<file path="src/design/flv_pkg.sv">
package flv_pkg;

  // Stream layout constants.
  localparam int unsigned FILE_HDR_BYTES  = 9;
  localparam int unsigned PREV_SIZE_BYTES = 4;
  localparam int unsigned TAG_HDR_BYTES   = 11;
  localparam int unsigned FILE_SKIP_BYTES = FILE_HDR_BYTES + PREV_SIZE_BYTES;

  localparam logic [31:0] EXT_STAMP_MASK = 32'hff00_0000;

  // Tag type codes.
  localparam logic [7:0] TYPE_AUDIO = 8'd8;
  localparam logic [7:0] TYPE_VIDEO = 8'd9;

  // Result item kinds.
  localparam logic ITEM_HEADER  = 1'b0;
  localparam logic ITEM_PAYLOAD = 1'b1;

  // Parser phases.
  typedef enum logic [2:0] {
    PH_FILE_SKIP = 3'd0,
    PH_HEADER    = 3'd1,
    PH_PAYLOAD   = 3'd2,
    PH_TRAILER   = 3'd3
  } phase_t;

  // One result item.
  typedef struct packed {
    logic        item_kind;
    logic        is_video;
    logic [23:0] payload_size;
    logic [31:0] time_stamp;
    logic [23:0] stream_ident;
    logic [7:0]  payload_byte;
    logic        last_of_tag;
  } result_t;

endpackage

</file>
<file path="src/design/flv_byte_if.sv">
interface flv_byte_if;
  logic       valid;
  logic       ready;
  logic [7:0] stream_byte;

  modport source (output valid, output stream_byte, input ready);
  modport sink   (input valid, input stream_byte, output ready);
endinterface

</file>
<file path="src/design/flv_item_if.sv">
interface flv_item_if;
  import flv_pkg::*;

  logic    valid;
  logic    ready;
  result_t data;

  modport source (output valid, output data, input ready);
  modport sink   (input valid, input data, output ready);
endinterface

</file>
<file path="src/design/flv_tag_stream_deframer_unit.sv">
// FLV tag deframer: takes one stream byte per clock and parses it in the same cycle against
// the parser state, so the block sustains one byte per cycle while the sink keeps up; each
// result appears in the next cycle. The file header and first previous-tag-size (13 bytes),
// every trailing previous-tag-size and the payload of tags other than audio and video are
// consumed without results. Each audio or video tag yields a header request carrying the
// tag metadata, then one request per payload byte; the final one is marked last_of_tag.
// Results sit in a single output register; the byte channel's ready follows that register
// (free, or being drained this cycle), so a stalled sink stalls the input directly.
module flv_tag_stream_deframer_unit (
  input  logic clk,
  input  logic rst,
  flv_byte_if.sink   bytes,
  flv_item_if.source items
);
  import flv_pkg::*;

  // Parser state.
  phase_t      phase,      phase_next;
  logic [23:0] byte_count, byte_count_next;
  logic [7:0]  tag_kind,   tag_kind_next;
  logic [23:0] size_reg,   size_reg_next;
  logic [31:0] stamp_reg,  stamp_reg_next;
  logic [23:0] ident_reg,  ident_reg_next;
  logic        keep_tag,   keep_tag_next;

  // Output register.
  logic    out_valid;
  result_t out_data;

  logic        accept;
  logic        emit;
  result_t     res;
  logic [23:0] count_inc;
  logic [23:0] hdr_count;
  logic [23:0] hdr_inc;
  logic [7:0]  b;

  assign bytes.ready = !out_valid || items.ready;
  assign accept      = bytes.valid && bytes.ready;
  assign items.valid = out_valid;
  assign items.data  = out_data;
  assign b           = bytes.stream_byte;

  assign count_inc = byte_count + 24'd1;
  assign hdr_count = (phase == PH_HEADER) ? byte_count : 24'd0;
  assign hdr_inc   = hdr_count + 24'd1;

  // Next state and result for the byte on the input.
  always_comb begin
    phase_next      = phase;
    byte_count_next = byte_count;
    tag_kind_next   = tag_kind;
    size_reg_next   = size_reg;
    stamp_reg_next  = stamp_reg;
    ident_reg_next  = ident_reg;
    keep_tag_next   = keep_tag;
    emit            = 1'b0;
    res             = '0;

    case (phase)
      PH_FILE_SKIP: begin
        byte_count_next = count_inc;
        if (count_inc >= 24'(FILE_SKIP_BYTES)) begin
          phase_next      = PH_HEADER;
          byte_count_next = '0;
        end
      end

      PH_PAYLOAD: begin
        emit             = keep_tag;
        res.item_kind    = ITEM_PAYLOAD;
        res.is_video     = (tag_kind == TYPE_VIDEO);
        res.payload_size = size_reg;
        res.time_stamp   = stamp_reg;
        res.stream_ident = ident_reg;
        res.payload_byte = b;
        res.last_of_tag  = (count_inc == size_reg);
        byte_count_next  = count_inc;
        if (count_inc == size_reg) begin
          phase_next      = PH_TRAILER;
          byte_count_next = '0;
        end
      end

      PH_TRAILER: begin
        byte_count_next = count_inc;
        if (count_inc >= 24'(PREV_SIZE_BYTES)) begin
          phase_next      = PH_HEADER;
          byte_count_next = '0;
        end
      end

      // Tag header; unused phase codes restart a header here.
      default: begin
        phase_next = PH_HEADER;
        case (hdr_count)
          24'd0: begin
            tag_kind_next  = b;
            size_reg_next  = '0;
            stamp_reg_next = '0;
            ident_reg_next = '0;
          end
          24'd1, 24'd2, 24'd3: size_reg_next = {size_reg[15:0], b};
          24'd4, 24'd5, 24'd6: stamp_reg_next = {8'd0, stamp_reg[15:0], b};
          24'd7: stamp_reg_next = (stamp_reg & ~EXT_STAMP_MASK) | ({b, 24'd0} & EXT_STAMP_MASK);
          default: ident_reg_next = {ident_reg[15:0], b};
        endcase
        byte_count_next = hdr_inc;
        if (hdr_inc >= 24'(TAG_HDR_BYTES)) begin
          keep_tag_next    = (tag_kind_next == TYPE_AUDIO) || (tag_kind_next == TYPE_VIDEO);
          emit             = keep_tag_next;
          res.item_kind    = ITEM_HEADER;
          res.is_video     = (tag_kind_next == TYPE_VIDEO);
          res.payload_size = size_reg_next;
          res.time_stamp   = stamp_reg_next;
          res.stream_ident = ident_reg_next;
          res.payload_byte = '0;
          res.last_of_tag  = (size_reg_next == 24'd0);
          byte_count_next  = '0;
          phase_next       = (size_reg_next == 24'd0) ? PH_TRAILER : PH_PAYLOAD;
        end
      end
    endcase
  end

  // State registers, updated on each accepted byte.
  always_ff @(posedge clk) begin
    if (rst) begin
      phase      <= PH_FILE_SKIP;
      byte_count <= '0;
      tag_kind   <= '0;
      size_reg   <= '0;
      stamp_reg  <= '0;
      ident_reg  <= '0;
      keep_tag   <= 1'b0;
    end else if (accept) begin
      phase      <= phase_next;
      byte_count <= byte_count_next;
      tag_kind   <= tag_kind_next;
      size_reg   <= size_reg_next;
      stamp_reg  <= stamp_reg_next;
      ident_reg  <= ident_reg_next;
      keep_tag   <= keep_tag_next;
    end
  end

  // Output register.
  always_ff @(posedge clk) begin
    if (rst) begin
      out_valid <= 1'b0;
    end else if (accept) begin
      out_valid <= emit;
    end else if (items.ready) begin
      out_valid <= 1'b0;
    end
  end

  always_ff @(posedge clk) begin
    if (accept && emit) begin
      out_data <= res;
    end
  end

  // A kept payload byte always produces a request in the next cycle.
  a_payload_emits: assert property (@(posedge clk) disable iff (rst)
    accept && (phase == PH_PAYLOAD) && keep_tag |=> out_valid)
    else $error("kept payload byte produced no request");

  // Header requests carry a zero payload byte and mark last exactly for empty tags.
  a_header_fields: assert property (@(posedge clk) disable iff (rst)
    out_valid && (out_data.item_kind == ITEM_HEADER) |->
      (out_data.payload_byte == 8'd0) && (out_data.last_of_tag == (out_data.payload_size == 24'd0)))
    else $error("malformed header request");

  // Nothing is produced while the file header is being skipped.
  a_skip_silent: assert property (@(posedge clk) disable iff (rst)
    accept && (phase == PH_FILE_SKIP) |=> !out_valid)
    else $error("request produced during file header skip");

endmodule

</file>
<file path="src/flat_wrapper.sv">
// flat-port wrapper written by rule: the top's interface ports become plain ports
module flv_tag_stream_deframer_unit_flat import flv_pkg::*;
  (clk, rst, bytes_valid, bytes_stream_byte, bytes_ready, items_valid, items_data, items_ready);
  flv_byte_if bytes_i ();
  flv_item_if items_i ();
  input  logic clk;
  input  logic rst;
  input wire logic [$bits(bytes_i.valid)-1:0] bytes_valid;
  input wire logic [$bits(bytes_i.stream_byte)-1:0] bytes_stream_byte;
  output wire logic [$bits(bytes_i.ready)-1:0] bytes_ready;
  output wire logic [$bits(items_i.valid)-1:0] items_valid;
  output wire logic [$bits(items_i.data)-1:0] items_data;
  input wire logic [$bits(items_i.ready)-1:0] items_ready;
  assign bytes_i.valid = bytes_valid;
  assign bytes_i.stream_byte = bytes_stream_byte;
  assign bytes_ready = bytes_i.ready;
  assign items_valid = items_i.valid;
  assign items_data = items_i.data;
  assign items_i.ready = items_ready;
  flv_tag_stream_deframer_unit u_core (.clk(clk), .rst(rst), .bytes(bytes_i), .items(items_i));
endmodule
</file>
<file path="config.mk">
export PLATFORM = sky130hd
export DESIGN_NAME = flv_tag_stream_deframer_unit_flat
export DESIGN_NICKNAME = d
export VERILOG_FILES = /design/src/design/flv_pkg.sv /design/src/design/flv_byte_if.sv /design/src/design/flv_item_if.sv /design/src/design/flv_tag_stream_deframer_unit.sv /design/src/flat_wrapper.sv
export SDC_FILE = /design/constraint.sdc
export NUM_CORES = 1
export LEC_CHECK = 0
export BUFFER_PORTS_ARGS = -buffer_cell sky130_fd_sc_hd__buf_2
export CORE_MARGIN = 2
export CORE_UTILIZATION = 52
export CTS_CLUSTER_DIAMETER = 150
export DETAILED_ROUTE_END_ITERATION = 8
export MAX_ROUTING_LAYER = met4
export PLACE_DENSITY = 0.72
export SETUP_SLACK_MARGIN = 0.2
export SLEW_MARGIN = 20
export SYNTH_ARGS = -nofsm -noshare
export SYNTH_HDL_FRONTEND = slang
export SYNTH_SLANG_ARGS = --single-unit
export TNS_END_PERCENT = 5
</file>
<file path="constraint.sdc">
create_clock -name clk -period 7.9 [get_ports clk]
set_input_delay 0.79 -clock clk [delete_from_list [all_inputs] [get_ports clk]]
set_output_delay 0.79 -clock clk [all_outputs]
set_load 0.01 [all_outputs]
</file>
# After elaboration in Yosys (flattened, before gate mapping)
# Cells that the tools add are included.
# word_totals
out_inout_bits	93
register_bits	208
in_bits	12
wordCells	80
# op_classes
bitwise_logic	2
n_mux	24
reduce_logical	17
eq_ne	17
magnitude_cmp	3
add_sub_neg	2
# op_table
cell	count
$pmux W91 S2	1
$mux W24	6
$eq A24 B3 Y1 const B	4
$pmux W24 S2	2
$pmux W32 S3	1
$mux W90	1
$pmux W24 S3	1
$add A24 B1 Y24 const B	2
$eq A24 B2 Y1 const B	2
$ge A24 B4 Y1 const B	2
$logic_not A24 Y1	2
$or A24 B32 Y32	1
$eq A24 B1 Y1 const B	1
$eq A24 B24 Y1	1
$eq A8 B4 Y1 const B	3
$ge A24 B3 Y1 const B	1
$mux W8	2
$mux W3	4
$pmux W3 S3	1
$reduce_or A3 Y1	3
$reduce_or A7 Y1	1
$eq A3 B2 Y1 const B	2
$ne A2 B1 Y1 const B	3
$mux W1	4
12 further kinds	14

# Logic depth before layout (Yosys ltp)
# Gate-level depths: netlist of run 1.
# depth
ltp_word	10
depth_mapped	15
ltp_nobuf	14

# Worst setup path after synthesis of run 1
# Ideal clock, no wire load.
# synth_path
path_type	reg2reg
start	reg u_core.phase[1]
end	reg u_core.out_data, in the netlist u_core.items.data[0], enable pin
path_stages_with_launch	16
setup_slack_ns	0.553
arrival_time_ns	6.806
period_less_slack_ns	7.347
t_required_ns	7.359
n_path_buf	3
setup_ns	0.541
path_cell_list	dfxtp_1 clkbuf_1 nand2b_1 clkbuf_1 nor2_1 ha_1 nand3_1 or4_4 nor3_1 xor2_1 a2111oi_2 a21o_1 buf_4 nor2_1 a21oi_1 nor2_1
# synth_via
elab_chain_len	10
elab_cells_between_ends	17
cone_classes	add/sub (1); order compare (1); eq/ne (5); mux (5); reduce/logical (5)
# synth_lines
element	line_no	rtl
start, declared	flv_tag_stream_deframer_unit.sv:18	phase_t phase, phase_next;
start signal, assigned	flv_tag_stream_deframer_unit.sv:137	phase <= phase_next;
parallel branches: the longest is 8 deep, another holds $add A24 B1 Y24	-	
$pmux W1 S2 *	flv_tag_stream_deframer_unit.sv:60	case (phase)
$logic_and A1 B1 Y1 *	flv_tag_stream_deframer_unit.sv:159	if (accept && emit) begin
end signal, assigned	flv_tag_stream_deframer_unit.sv:160	out_data <= res;
end, declared	flv_tag_stream_deframer_unit.sv:28	result_t out_data;
# Every way passes the cells marked *. The select of a mux whose other input is x is not followed.
# A chain may end at the register's enable or synchronous reset.

# Worst setup path in the final report of run 1
# layout_path
start	reg u_core.phase[0]
end	reg u_core.out_data, in the netlist u_core.items.data[82], enable pin
# Same word-level chain as after synthesis.

==> impl_results.rst, run 1 <==
.. list-table::
   :header-rows: 1

   * - Metric
     - Value
   * - Area after DPL
     - 10600 um^2
   * - Number of nets at the end of the flow
     - 1099
   * - Cell types occupying the most area after synthesis
     - sky130_fd_sc_hd__edfxtp_1 27%, sky130_fd_sc_hd__dfxtp_1 23%, sky130_fd_sc_hd__a22oi_1 6.0%, sky130_fd_sc_hd__a22o_1 5.1%, sky130_fd_sc_hd__nor2_1 5.0%
   * - Share of flip-flops with an asynchronous set or reset
     - 0%
   * - Clock transition at the registers of the reported paths
     - 0.06 ns
   * - Delay-heaviest family, CP
     - simple AND/OR/NAND/NOR gates
   * - Initial detailed-routing violation count
     - 950
   * - Hold bufs inserted after CTS
     - 0
   * - Maximum number of pins on one net before global-route repair
     - 104
   * - Remaining Overflow, GRT
     - 0
   * - Buffers plus inverters on the worst setup path
     - 3
   * - Clock tree from TritonCTS
     - yes
   * - Post-route insts no fill
     - 1357
   * - Sequential share of power
     - 51.5%
   * - Synth unique cells
     - 70
   * - Site row count
     - 50
   * - Buffers on Ports
     - 104
   * - Fraction of layout instances using a drive strength above 1
     - 15.6%
   * - Clock tree buffer depth
     - 3
   * - Part of the Yosys area used for sequential elements
     - 50.3%
   * - Startpoint type of the worst setup path
     - register
   * - Arrival time of the worst setup path
     - 5.65 ns
   * - Vias per inst
     - 6.16
   * - Area of the die
     - 20500 um^2
   * - H-tree levels
     - 1
   * - Crit path kind
     - reg2reg
   * - Worst-Skew Late Latency
     - 0.51 ns
   * - Post-synth top cells
     - 135 x sky130_fd_sc_hd__nor2_1, 116 x sky130_fd_sc_hd__dfxtp_1, 91 x sky130_fd_sc_hd__edfxtp_1
   * - Largest stage delay, worst path
     - 0.72 ns
   * - First-pass GRT wire length
     - 41800 um
   * - Placer Congestion
     - 1.01
   * - Width of the die
     - 143 um
   * - Sort of element at the end of the critical path
     - register
   * - Initial antenna violation count
     - 0
   * - Leading register cell type out of synthesis
     - sky130_fd_sc_hd__dfxtp_1
   * - Area share of the largest cell type after synthesis
     - 27.2%
   * - RSZ-0062 raised after global routing
     - no
   * - Maximum net fanout on the critical path
     - 63
   * - Combined area of all synthesized cells
     - 10100 um^2
   * - Number of global-route vias before repair
     - 7430
   * - Average cell area after synthesis
     - 9.73 um^2
   * - Number of enable flip-flop cells after synthesis
     - 91
   * - Combined global-route utilization of all metal layers
     - 26.5%
   * - Total net switching power
     - 0.456 mW
   * - Remaining max-slew budget at the tightest pin
     - 27.4%
   * - Average wire per cell in the routed design
     - 19.8 um
   * - Clock skew
     - 0.0154 ns
   * - Post-route antenna net violation count
     - 0
   * - Setup TNS
     - 0 ns
   * - Final routed wirelength across all metal layers
     - 26800 um
   * - Outcome
     - completed
   * - CP required
     - 8.03 ns
   * - Clock Root Buffer
     - sky130_fd_sc_hd__clkbuf_16
   * - Setup slack of the critical path after layout
     - 2.38 ns
   * - Internal power of the cells
     - 1.70 mW
   * - Master of the slowest instance on the critical path
     - sky130_fd_sc_hd__buf_4
   * - Static power due to leakage
     - 4.04 nW
   * - Tightest Pin Transition
     - 1.09 ns
   * - Hold WC Path Type
     - reg2reg
   * - Clock period minus final worst setup slack
     - 5.52 ns
   * - Nets in the synthesized netlist
     - 1050
   * - Largest register FFs
     - 91
   * - Achievable clock frequency
     - 181 MHz
   * - HPWL after DPL
     - 17900 um
   * - Total of flip-flops plus latches after synthesis
     - 207
   * - Proportion of total power due to net switching
     - 21.1%
   * - Final Hold Violating Endpoints
     - 0
   * - Overall die height
     - 143 um
   * - Detailed-route via count
     - 8353
   * - Diodes inserted
     - 0
   * - Final critical-path share of the clock period
     - 69.9%
   * - Most area-hungry cell type in the Yosys netlist
     - sky130_fd_sc_hd__edfxtp_1
   * - Chain of cells forming the critical path
     - inv_1 -> nor2_1 -> nand2_1 -> inv_1 -> ha_1 -> nand3_1 -> or4_4 -> nor3_1 -> xor2_1 -> a2111oi_2 -> a21o_1 -> nor2_1 -> a21oi_1 -> nor2_4 -> buf_4
   * - Clock net sink count
     - 207
   * - Post-layout instance area
     - 11300 um^2
   * - Area grow syn2layout
     - 12.2%
   * - DR pass1 iterations
     - 5
   * - Count of yosys warnings during synthesis
     - 0
   * - CTS-repair resized insts
     - 0
   * - Power Dens Cells
     - 191 nW/um^2
   * - Final number of max-transition violations
     - 0
   * - Max-cap violations
     - 0
   * - Pre-CTS setup slack
     - 2.44 ns
   * - Number of cells in the design after placement
     - 1318
   * - Clock group share of total power
     - 46.5%
   * - Drc violations
     - 0
   * - Top-level I/O count
     - 105
   * - Dominant cell by count in the synthesized netlist
     - sky130_fd_sc_hd__nor2_1
   * - Post-synthesis cell count
     - 1033
   * - Effective utilization at floorplan
     - 53.4%
   * - Worst VDD drop
     - 0.221 mV
   * - Core region area
     - 18800 um^2
   * - Combinational share of power
     - 2.0%
   * - Total clock buffers created by CTS
     - 22
   * - Count of final setup violators
     - 0
   * - Post-CTS setup repair buffer count
     - 0
worst min-delay path: cells and delay by family (launching register included):
kind,cells,cell delay [ns]
DFF,1,0.31
AOI/OAI and AO/OA,1,0.06
and+or+nand+nor,1,0.05
layer usage:
layer	share of wire [%]	GRT usage [%]	wire [um]
met3	8.0	3.99	2150
met2	43	37.2	11600
met1	46	39.5	12400
met5	0	-	0
met4	2.5	7.56	666
cells in the final DEF, fill, tap and decap left out, types with 4 or more instances in the layout:
cell                        instances
sky130_fd_sc_hd__inv_1             13
sky130_fd_sc_hd__edfxtp_1          91
sky130_fd_sc_hd__a21oi_1           20
sky130_fd_sc_hd__o21a_1             4
sky130_fd_sc_hd__o2111ai_1          4
sky130_fd_sc_hd__o31ai_1            8
sky130_fd_sc_hd__nand2_1           66
sky130_fd_sc_hd__a31oi_1           15
sky130_fd_sc_hd__buf_4             11
sky130_fd_sc_hd__o22ai_1            5
sky130_fd_sc_hd__and2_1            19
sky130_fd_sc_hd__clkbuf_1           4
sky130_fd_sc_hd__a211oi_1           5
sky130_fd_sc_hd__or4_1              6
sky130_fd_sc_hd__nor2_1           134
sky130_fd_sc_hd__nor4_1            28
sky130_fd_sc_hd__a21o_1             4
sky130_fd_sc_hd__nand3_1           31
sky130_fd_sc_hd__nand2b_1           8
sky130_fd_sc_hd__and4_1             6
sky130_fd_sc_hd__o21ai_0           29
sky130_fd_sc_hd__nor3_1            22
sky130_fd_sc_hd__xor2_1            12
sky130_fd_sc_hd__nand4_1           20
sky130_fd_sc_hd__mux2i_1            6
sky130_fd_sc_hd__a22oi_1           80
sky130_fd_sc_hd__xnor2_1           16
sky130_fd_sc_hd__o211ai_1          12
sky130_fd_sc_hd__and3_1             8
sky130_fd_sc_hd__dfxtp_1          116
sky130_fd_sc_hd__or3_1             10
sky130_fd_sc_hd__buf_2            103
sky130_fd_sc_hd__a22o_1            58
sky130_fd_sc_hd__clkbuf_16         23
sky130_fd_sc_hd__clkbuf_8           5
sky130_fd_sc_hd__nor2b_1           30
sky130_fd_sc_hd__ha_1               5
kinds of logic (layout without fill, tap and decap cells):
family / Yosys count / in the layout / share of synthesized area (%)
AOI/OAI and AO/OA: 272 / 272 / 20.1
xor gates and xnor gates: 29 / 29 / 2.66
adders and majority gates: 5 / 5 / 0.622
buffers and inverters: 102 / 166 / 4.67
DFF: 207 / 207 / 50.3
muxes: 8 / 8 / 0.821
and+or+nand+nor: 410 / 410 / 20.9
final cells by class:
cell class / count / area (um^2)
multi-input combinational: 724 / 4540
clock buffer: 32 / 659
fill: 1638 / 7550
sequential: 207 / 5050
tap: 260 / 325
clock inverter: 7 / 60.1
timing repair buffer: 114 / 598
inverter: 13 / 48.8
through the flow:
step | util (%) | hold slack (ns) | total power [mW]
after global routing | 59.9 | 0.473 | 2.22
final | 59.9 | 0.463 | 2.16
after CTS | 59.9 | 0.461 | 2.17
after floorplan | - | 0.436 | 1.16
after global placement | 56.1 | 0.446 | 1.18
after detailed placement | 56.1 | 0.451 | 1.18
path summary, 6_finish.rpt:
check,start,to,slack (ns),cells after the start
max,u_core.phase[0],u_core.items.data[82],2.38,15
max reg2reg,u_core.phase[0],u_core.items.data[82],2.38,15
min,u_core.tag_kind[1],u_core.tag_kind[1],0.46,2
min reg2reg,u_core.tag_kind[1],u_core.tag_kind[1],0.46,2
power groups by stage:
stage / Sequential, mW / Combinational [mW] / Clock, mW
2_1_floorplan: 1.13 / 0.0287 / 0
3_3_place_gp: 1.13 / 0.0428 / 0
3_5_place_dp: 1.13 / 0.0427 / 0
4_1_cts: 1.11 / 0.0430 / 1.02
5_1_grt: 1.11 / 0.0466 / 1.06
6_report: 1.11 / 0.0432 / 1.00
(Power assumes the default switching activity.)
==> run 2, diff against run 1 <==
- clock period: 7.9 -> 5.2 ns (I/O delays scaled with it)
==> run 2 against run 1 <==
Compared with the run above: count of clock-buffer cells in the layout fell by 1; via count rose by 3.5%; utilization rose by 0.94 points; sequential share of layout area fell by 0.69 points; register-to-register slack got worse by 1.8 ns; sequential power rose by 52%; global-route usage rose by 1.3 points; cell area rose by 1.6%; die area did not move; first-iteration DRC count rose by 2.4%.
==> impl_results.rst, run 2 (synthesis gave the netlist of run 1 again) <==
.. list-table::
   :header-rows: 1

   * - Metric
     - Value
   * - Vias per inst
     - 6.28
   * - Sort of element at the end of the critical path
     - register
   * - Overall power of the completed layout
     - 3.36 mW
   * - Clock period minus final worst setup slack
     - 4.60 ns
   * - Drc violations
     - 0
   * - Diodes inserted
     - 0
   * - Setup TNS
     - 0 ns
   * - Clock Root Buffer
     - sky130_fd_sc_hd__clkbuf_16
   * - Top-level I/O count
     - 105
   * - RSZ-0062 raised after global routing
     - no
   * - Core region area
     - 18800 um^2
   * - Arrival time of the worst setup path
     - 4.78 ns
   * - First-pass GRT wire length
     - 43400 um
   * - Remaining max-slew budget at the tightest pin
     - 34.3%
   * - Placer Congestion
     - 1.03
   * - Hold WC Path Type
     - in2reg
   * - Overall die height
     - 143 um
   * - Area grow syn2layout
     - 14.0%
   * - Clock net sink count
     - 207
   * - Effective utilization at floorplan
     - 53.4%
   * - Commonest cells after routing, fill and taps aside
     - 134 x sky130_fd_sc_hd__nor2_1, 116 x sky130_fd_sc_hd__dfxtp_1, 103 x sky130_fd_sc_hd__buf_2, 91 x sky130_fd_sc_hd__edfxtp_1, 80 x sky130_fd_sc_hd__a22oi_1
   * - CTS-repair resized insts
     - 0
   * - Reg2reg path depth
     - 16
   * - Startpoint type of the worst setup path
     - register
   * - Startpoint of the worst hold path
     - bytes_valid
   * - Total clock buffers created by CTS
     - 22
   * - Achievable clock frequency
     - 217 MHz
   * - Tightest Pin Transition
     - 0.984 ns
   * - Max-cap violations
     - 0
   * - Final number of max-transition violations
     - 0
   * - Final routed wirelength across all metal layers
     - 28300 um
   * - Post-route antenna net violation count
     - 0
   * - Launch instance of the worst register-to-register path
     - u_core.phase[0]
   * - Fraction of layout instances using a drive strength above 1
     - 17.0%
   * - Maximum number of pins on one net before global-route repair
     - 68
   * - Clock transition at the registers of the reported paths
     - 0.06 ns
   * - Initial antenna violation count
     - 0
   * - Combined global-route utilization of all metal layers
     - 27.8%
   * - DR pass1 iterations
     - 5
   * - Number of nets at the end of the flow
     - 1118
   * - Worst setup path startpoint
     - u_core.phase[0]
   * - Count of final setup violators
     - 0
   * - CP required
     - 5.38 ns
   * - Clock skew
     - 0.0112 ns
   * - Post-CTS setup repair buffer count
     - 0
   * - Hold bufs inserted after CTS
     - 0
   * - Final critical-path share of the clock period
     - 88.4%
   * - Most common cell after layout, fill and taps aside
     - sky130_fd_sc_hd__nor2_1
   * - Power Dens Cells
     - 293 nW/um^2
   * - Worst VDD drop
     - 0.209 mV
   * - Buffers on Ports
     - 104
   * - Site row count
     - 50
   * - Worst-Skew Late Latency
     - 0.51 ns
   * - Number of global-route vias before repair
     - 7668
   * - Hold path depth
     - 3
   * - Width of the die
     - 143 um
   * - Outcome
     - completed
   * - R2r endpoint
     - u_core.items.data[83]
   * - Clock tree buffer depth
     - 3
   * - Setup slack of the most critical reg-to-reg path
     - 0.60 ns
   * - Crit path kind
     - reg2reg
   * - Min-Delay Endpoint
     - u_core.items.valid
   * - Final Hold Violating Endpoints
     - 0
   * - Average wire per cell in the routed design
     - 20.5 um
   * - Remaining Overflow, GRT
     - 0
   * - H-tree levels
     - 1
   * - HPWL after DPL
     - 18900 um
   * - Largest register FFs
     - 91
   * - Area of the die
     - 20500 um^2
   * - Initial detailed-routing violation count
     - 973
   * - Clock tree from TritonCTS
     - yes
   * - Detailed-route via count
     - 8645
   * - Maximum net fanout on the critical path
     - 66
   * - Static power due to leakage
     - 4.15 nW
[run 2: cell types whose count changed in the layout (fill, tap and decap cells not counted)]
cell,delta
sky130_fd_sc_hd__buf_4,+18
sky130_fd_sc_hd__clkbuf_8,-4
sky130_fd_sc_hd__clkbuf_1,+3
sky130_fd_sc_hd__clkinv_4,-3
sky130_fd_sc_hd__bufinv_16,+2
sky130_fd_sc_hd__inv_6,+2
sky130_fd_sc_hd__buf_12,+1
sky130_fd_sc_hd__clkinv_1,-1
sky130_fd_sc_hd__clkinv_2,+1
sky130_fd_sc_hd__inv_8,+1
sky130_fd_sc_hd__nand2_1,-1
sky130_fd_sc_hd__nand2_2,+1
[run 2: worst max path at each step]
| stage | to | slack [ns] | cells after the start |
|---|---|---|---|
| floorplan | u_core.items.data[0] | 0.40 | 15 |
| global placement | u_core.items.data[45] | 0.71 | 16 |
| detailed placement | u_core.items.data[45] | 0.59 | 16 |
| CTS | u_core.items.data[34] | 0.52 | 16 |
| global route | u_core.items.data[83] | 0.22 | 16 |
| finish | u_core.items.data[83] | 0.60 | 16 |
[run 2: critical path: stages, from the launching register on]
cell and delay (ns):
sky130_fd_sc_hd__dfxtp_1 0.43, sky130_fd_sc_hd__inv_1 0.12, sky130_fd_sc_hd__nor2_1 0.11, sky130_fd_sc_hd__buf_4 0.18, sky130_fd_sc_hd__nand2_1 0.09, sky130_fd_sc_hd__inv_1 0.12
sky130_fd_sc_hd__ha_1 0.27, sky130_fd_sc_hd__nand3_1 0.26, sky130_fd_sc_hd__or4_4 0.62, sky130_fd_sc_hd__nor3_1 0.25, sky130_fd_sc_hd__xor2_1 0.20, sky130_fd_sc_hd__a2111oi_2 0.09
sky130_fd_sc_hd__a21o_1 0.22, sky130_fd_sc_hd__nor2_1 0.13, sky130_fd_sc_hd__a21oi_1 0.10, sky130_fd_sc_hd__nor2_4 0.65, sky130_fd_sc_hd__buf_12 0.38
[run 2: per-layer routing]
metal / routed length (um) / vias to the layer above / global-route usage (%)
li1: - / 4007 / -
met1: 12800 / 4152 / 40.5
met2: 12200 / 436 / 39.8
met3: 2540 / 50 / 5.33
met4: 652 / 0 / 7.03
met5: 0 / - / -
[run 2: layout make-up]
type | instances | area [um^2]
timing repair buffer | 133 | 753
clock buffer | 31 | 616
inverter | 13 | 48.8
tap | 260 | 325
fill | 1626 | 7370
sequential | 207 | 5050
clock inverter | 9 | 124
multi-input combinational | 724 | 4540
[run 2: power breakdown]
part           internal, mW  switching [mW]
logic                0.0147          0.0521
registers              1.68         0.00399
clock network         0.941           0.660
[run 2: metrics by stage]
stage	cell area [um^2]	setup slack, ns	hold WS, ns	utilization [%]	std cells
floorplan	10100	0.396	0.436	-	1033
global placement	10700	0.707	0.442	56.9	1337
detailed placement	10700	0.592	0.449	56.9	1337
CTS	11500	0.520	0.356	60.9	1377
global route	11500	0.216	0.377	60.9	1377
finish	11500	0.602	0.390	60.9	1377
